File: src/hw/rtl/chimpn_pkg.sv
`timescale 1ns / 1ps
// Shared constants, record flag codes and the leading-zero code table
// of the stream decoder. No dependencies.
package chimpn_pkg;

   localparam int HISTORY_LOG2_DEFAULT = 7;
   localparam int WORD_BITS_DEFAULT    = 32;

   // bit buffer: four 64-bit words, count spans 0..256
   localparam int BUF_BITS = 256;
   localparam int CNT_W    = 9;
   localparam int MAX_RECORDS = 6;

   localparam logic [63:0] END_MARK = 64'h7ff8_0000_0000_0000;

   localparam logic [1:0] FLAG_COPY   = 2'd0;
   localparam logic [1:0] FLAG_REF    = 2'd1;
   localparam logic [1:0] FLAG_REUSE  = 2'd2;
   localparam logic [1:0] FLAG_NEWLZ  = 2'd3;

   function automatic logic [4:0] lz_decode(input logic [2:0] code);
      logic [4:0] lz;
      case (code)
         3'd0:    lz = 5'd0;
         3'd1:    lz = 5'd8;
         3'd2:    lz = 5'd12;
         3'd3:    lz = 5'd16;
         3'd4:    lz = 5'd18;
         3'd5:    lz = 5'd20;
         3'd6:    lz = 5'd22;
         default: lz = 5'd24;
      endcase
      return lz;
   endfunction

endpackage

File: src/hw/rtl/chimpn_word_queue.sv
`timescale 1ns / 1ps
// Front end: accepts stream words and holds them in a two-entry queue
// for the decode core. Depends on chimpn_pkg.
module chimpn_word_queue import chimpn_pkg::*; #(
   parameter int WORD_BITS = WORD_BITS_DEFAULT
) (
   input  logic                 clock,
   input  logic                 reset,
   input  logic                 req_valid,
   output logic                 req_ready,
   input  logic [WORD_BITS-1:0] req_stream_word,
   output logic                 q_valid,
   output logic [WORD_BITS-1:0] q_word,
   input  logic                 q_pop
);

   logic [WORD_BITS-1:0] slot_ff [2];
   logic [WORD_BITS-1:0] slot_in [2];
   logic [1:0] fill_ff, fill_in;
   logic push;

   assign req_ready = (fill_ff != 2'd2);
   assign push      = req_valid && req_ready;
   assign q_valid   = (fill_ff != 2'd0);
   assign q_word    = slot_ff[0];

   always_comb begin
      slot_in = slot_ff;
      fill_in = fill_ff;
      if (q_pop && q_valid) begin
         slot_in[0] = slot_ff[1];
         fill_in    = fill_in - 2'd1;
      end
      if (push) begin
         slot_in[fill_in[0]] = req_stream_word;
         fill_in = fill_in + 2'd1;
      end
   end

   always_ff @(posedge clock) begin
      slot_ff <= slot_in;
      if (reset) begin
         fill_ff <= 2'd0;
      end else begin
         fill_ff <= fill_in;
      end
   end

   assert property (@(posedge clock) disable iff (reset)
      (q_pop && !q_valid) |-> 1'b0)
      else $error("pop from empty word queue");

   assert property (@(posedge clock) disable iff (reset)
      (fill_ff == 2'd2 && !q_pop) |=> (fill_ff == 2'd2))
      else $error("full word queue lost an entry");

   assert property (@(posedge clock) disable iff (reset)
      (fill_ff != 2'd3))
      else $error("word queue overfilled");

endmodule

File: config.mk
export PLATFORM = sky130hd
export DESIGN_NAME = chimpn_word_queue
export DESIGN_NICKNAME = d
export VERILOG_FILES = /design/src/hw/rtl/chimpn_pkg.sv /design/src/hw/rtl/chimpn_word_queue.sv
export SDC_FILE = /design/constraint.sdc
export NUM_CORES = 1
export LEC_CHECK = 0
export BUFFER_PORTS_ARGS = -buffer_cell sky130_fd_sc_hd__buf_2
export CORE_MARGIN = 1
export CORE_UTILIZATION = 55
export CTS_BUF_LIST = sky130_fd_sc_hd__clkbuf_4 sky130_fd_sc_hd__clkbuf_8
export DETAILED_ROUTE_END_ITERATION = 12
export GPL_TIMING_DRIVEN = 0
export HOLD_SLACK_MARGIN = 0.15
export PLACE_DENSITY_LB_ADDON = 0.05
export SYNTH_ARGS = -nofsm -noshare
export SYNTH_HDL_FRONTEND = slang
export SYNTH_SLANG_ARGS = --single-unit
File: constraint.sdc
create_clock -name clock -period 2.79 [get_ports clock]
set_input_delay 0.1395 -clock clock [delete_from_list [all_inputs] [get_ports clock]]
set_output_delay 0.1395 -clock clock [all_outputs]
set_load 0.1 [all_outputs]
==> results.txt <==
Post-Route Skew -> 0.00663 ns
dpl hpwl -> 3410 um
Synth Register Bits -> 66
CP arrival -> 2.48 ns
Port Buffers -> 69
Inserted Clock Buffers -> 9
Syn. warnings -> 0
Final setup viols -> 0
r2r startpoint -> fill_ff[0]$_SDFF_PP0_
Adder-Cell Fraction of Synth Area -> 0.0136
area share of xor/xnor cells in the synthesized design -> 0.00589
Syn Nets -> 269
complex-gate fraction of the synthesized area -> 0.0648
worst-path cell chain -> inv_1 -> ha_1 -> nand2b_1 -> clkinv_1 -> clkbuf_1 -> ha_2
GRT Total Usage -> 0.231
initial core utilization -> 0.577
Reg clk slew, reported paths -> 0.07 ns
DR pass1 iterations -> 4
CP startpoint kind -> register
I/O Pins -> 70
final count of hold timing violations -> 0
main combinational cell family by area after synthesis -> buffers and inverters
Avg Cell Area, Syn -> 12.0 um^2
full die area -> 5310 um^2
remaining global-route overflow -> 0
number of global-route vias before repair -> 2,092
Final min period -> 2.50 ns
Layout Utilization -> 0.772
CTS tree -> done
crit path from -> fill_ff[0]$_SDFF_PP0_
nets -> 382
via count -> 2,059
Die Y -> 72.9 um
drt initial violations -> 133
Root Buffer -> clkbuf_8
Crit Path Category -> register to register
Highest Clock Rate -> 401 MHz
first-pass GRT wire length -> 8980 um
Critical-path top delay cell -> ha_2
wire per inst -> 13.5 um
mux contribution to synthesized area -> 0.116
Max Cap Viol -> 0
CTS max path bufs -> 2
met3 wire len -> 203 um
hold wc startpoint -> req_valid
setup bufs post-CTS -> 0
# rows -> 25
clock tree sinks -> 66
Worst-Margin Slew -> 0.848 ns
Hold/Removal Path Class -> input port to register
Ant. Diodes -> 0
initial antenna violation count -> 0
Layout Area Growth over Synthesis -> 33.7%
Fillers -> 347
area of the multi-input gates -> 785 um^2
layout cells sized above 1 -> 0.376
die extent in x -> 72.9 um
Final period util -> 0.895
core area -> 4790 um^2
ANT nets after route -> 0
GP Congestion -> 0.737
Final Slew Violations -> 0
Clk Latency, worst-skew pair -> 0.32 ns
Routed WL -> 5600 um
DR top layer -> met4
Post-Syn Area -> 2760 um^2
WL met1 -> 2450 um
CP required -> 2.77 ns
Max transition margin -> 0.434
Yosys cell types -> 24
Mapped Cells -> 230
nature of the critical path endpoint -> register
maximum fanout along the worst path -> 16
register area share after synthesis -> 0.594
RSZ-0062 raised after global routing -> false
vias per std cell -> 4.96
status -> complete, no violations
post-route setup TNS -> 0 ns
Seq. cell area -> 1640 um^2
crit-path max cell delay -> 0.56 ns
H-tree depth -> 3
met2 WL -> 2800 um
post-synthesis simple-gate area fraction -> 0.0820
largest net degree at the start of global routing -> 17
DRC viols -> 0
==> per-stage QoR <==
stage / hold slack (ns) / instance area [um^2] / worst slack, ns / std cells
2_1_floorplan: 0.209 / 2760 / 0.578 / 230
3_3_place_gp: 0.327 / 3190 / 0.0636 / 366
3_5_place_dp: 0.323 / 3190 / 0.0149 / 366
4_1_cts: 0.326 / 3690 / 0.0294 / 415
5_1_grt: 0.382 / 3690 / 0.195 / 415
6_report: 0.353 / 3690 / 0.294 / 415
==> cell usage after synthesis, drive strengths merged <==
cell / count / share of area
a21oi: 1 / 0.0018
and2: 1 / 0.0032
buf: 40 / 0.11
clkbuf: 5 / 0.0095
clkinv: 1 / 0.0014
dfxtp: 34 / 0.25
edfxtp: 32 / 0.35
ha: 3 / 0.014
inv: 5 / 0.0068
mux2i: 32 / 0.12
nand2: 1 / 0.0014
nand2b: 1 / 0.0023
nand3: 33 / 0.060
nand3b: 1 / 0.0027
nor2: 1 / 0.0014
nor2b: 3 / 0.0095
nor3: 1 / 0.0018
o2111ai: 1 / 0.0032
o21ai: 33 / 0.060
xnor2: 1 / 0.0059
==> critical path, delay by kind of cell, from the launching register on <==
kind	cells	cell delay, ns
fa+ha+maj	2	0.78
buf+inv	3	0.73
flops	1	0.41
simple gates	1	0.21
==> worst paths after layout <==
check	endpoint	slack [ns]	cells after the start
max	register	0.29	6
min	fill_ff[1]$_SDFF_PP0_	0.35	5
max reg2reg	register	0.29	6
min reg2reg	q_word[15]$_DFF_P_	0.52	2
==> layout by cell type, fill, tap and decap left out, drive strengths merged <==
cell and count:
a21oi 1, and2 1, buf 109, clkbuf 17, clkinv 5, dfxtp 34
dlygate4sd3 33, edfxtp 32, ha 3, inv 5, mux2i 32, nand2 1
nand2b 1, nand3 33, nand3b 1, nor2 1, nor2b 3, nor3 1
o2111ai 1, o21ai 33, xnor2 1
==> layer usage <==
metal	up-vias	global-route usage
met5	-	0
met4	0	0.126
met3	15	0.0456
met2	58	0.403
met1	976	0.269
li1	1010	-
==> layout make-up <==
class                      instances  share of cell area
clock buffer                      12              0.0396
multi-input combinational        113               0.212
timing repair buffer             102               0.183
buffer                            45              0.0864
tap                               67              0.0227
inverter                           6             0.00610
sequential                        66               0.445
clock inverter                     4             0.00508
==> cell families after synthesis <==
| group | after synthesis |
|---|---|
| DFF | 66 |
| buffers and inverters | 51 |
| and+or+nand+nor | 42 |
| AOI/OAI and AO/OA | 35 |
| muxes | 32 |
| adders and majority gates | 3 |
| xor gates and xnor gates | 1 |
==> repair_timing <==
| action | 4_1_cts | 5_1_grt |
|---|---|---|
| resized for setup | 0 | 1 |
| endpoints found under the hold margin | 66 | 0 |
| setup endpoints to repair | 0 | 16 |
| hold buffers | 33 | 0 |
Power is left out: the tool's default activity adds up to more than one toggle a clock period on the data nets, which glitch-free logic cannot reach.
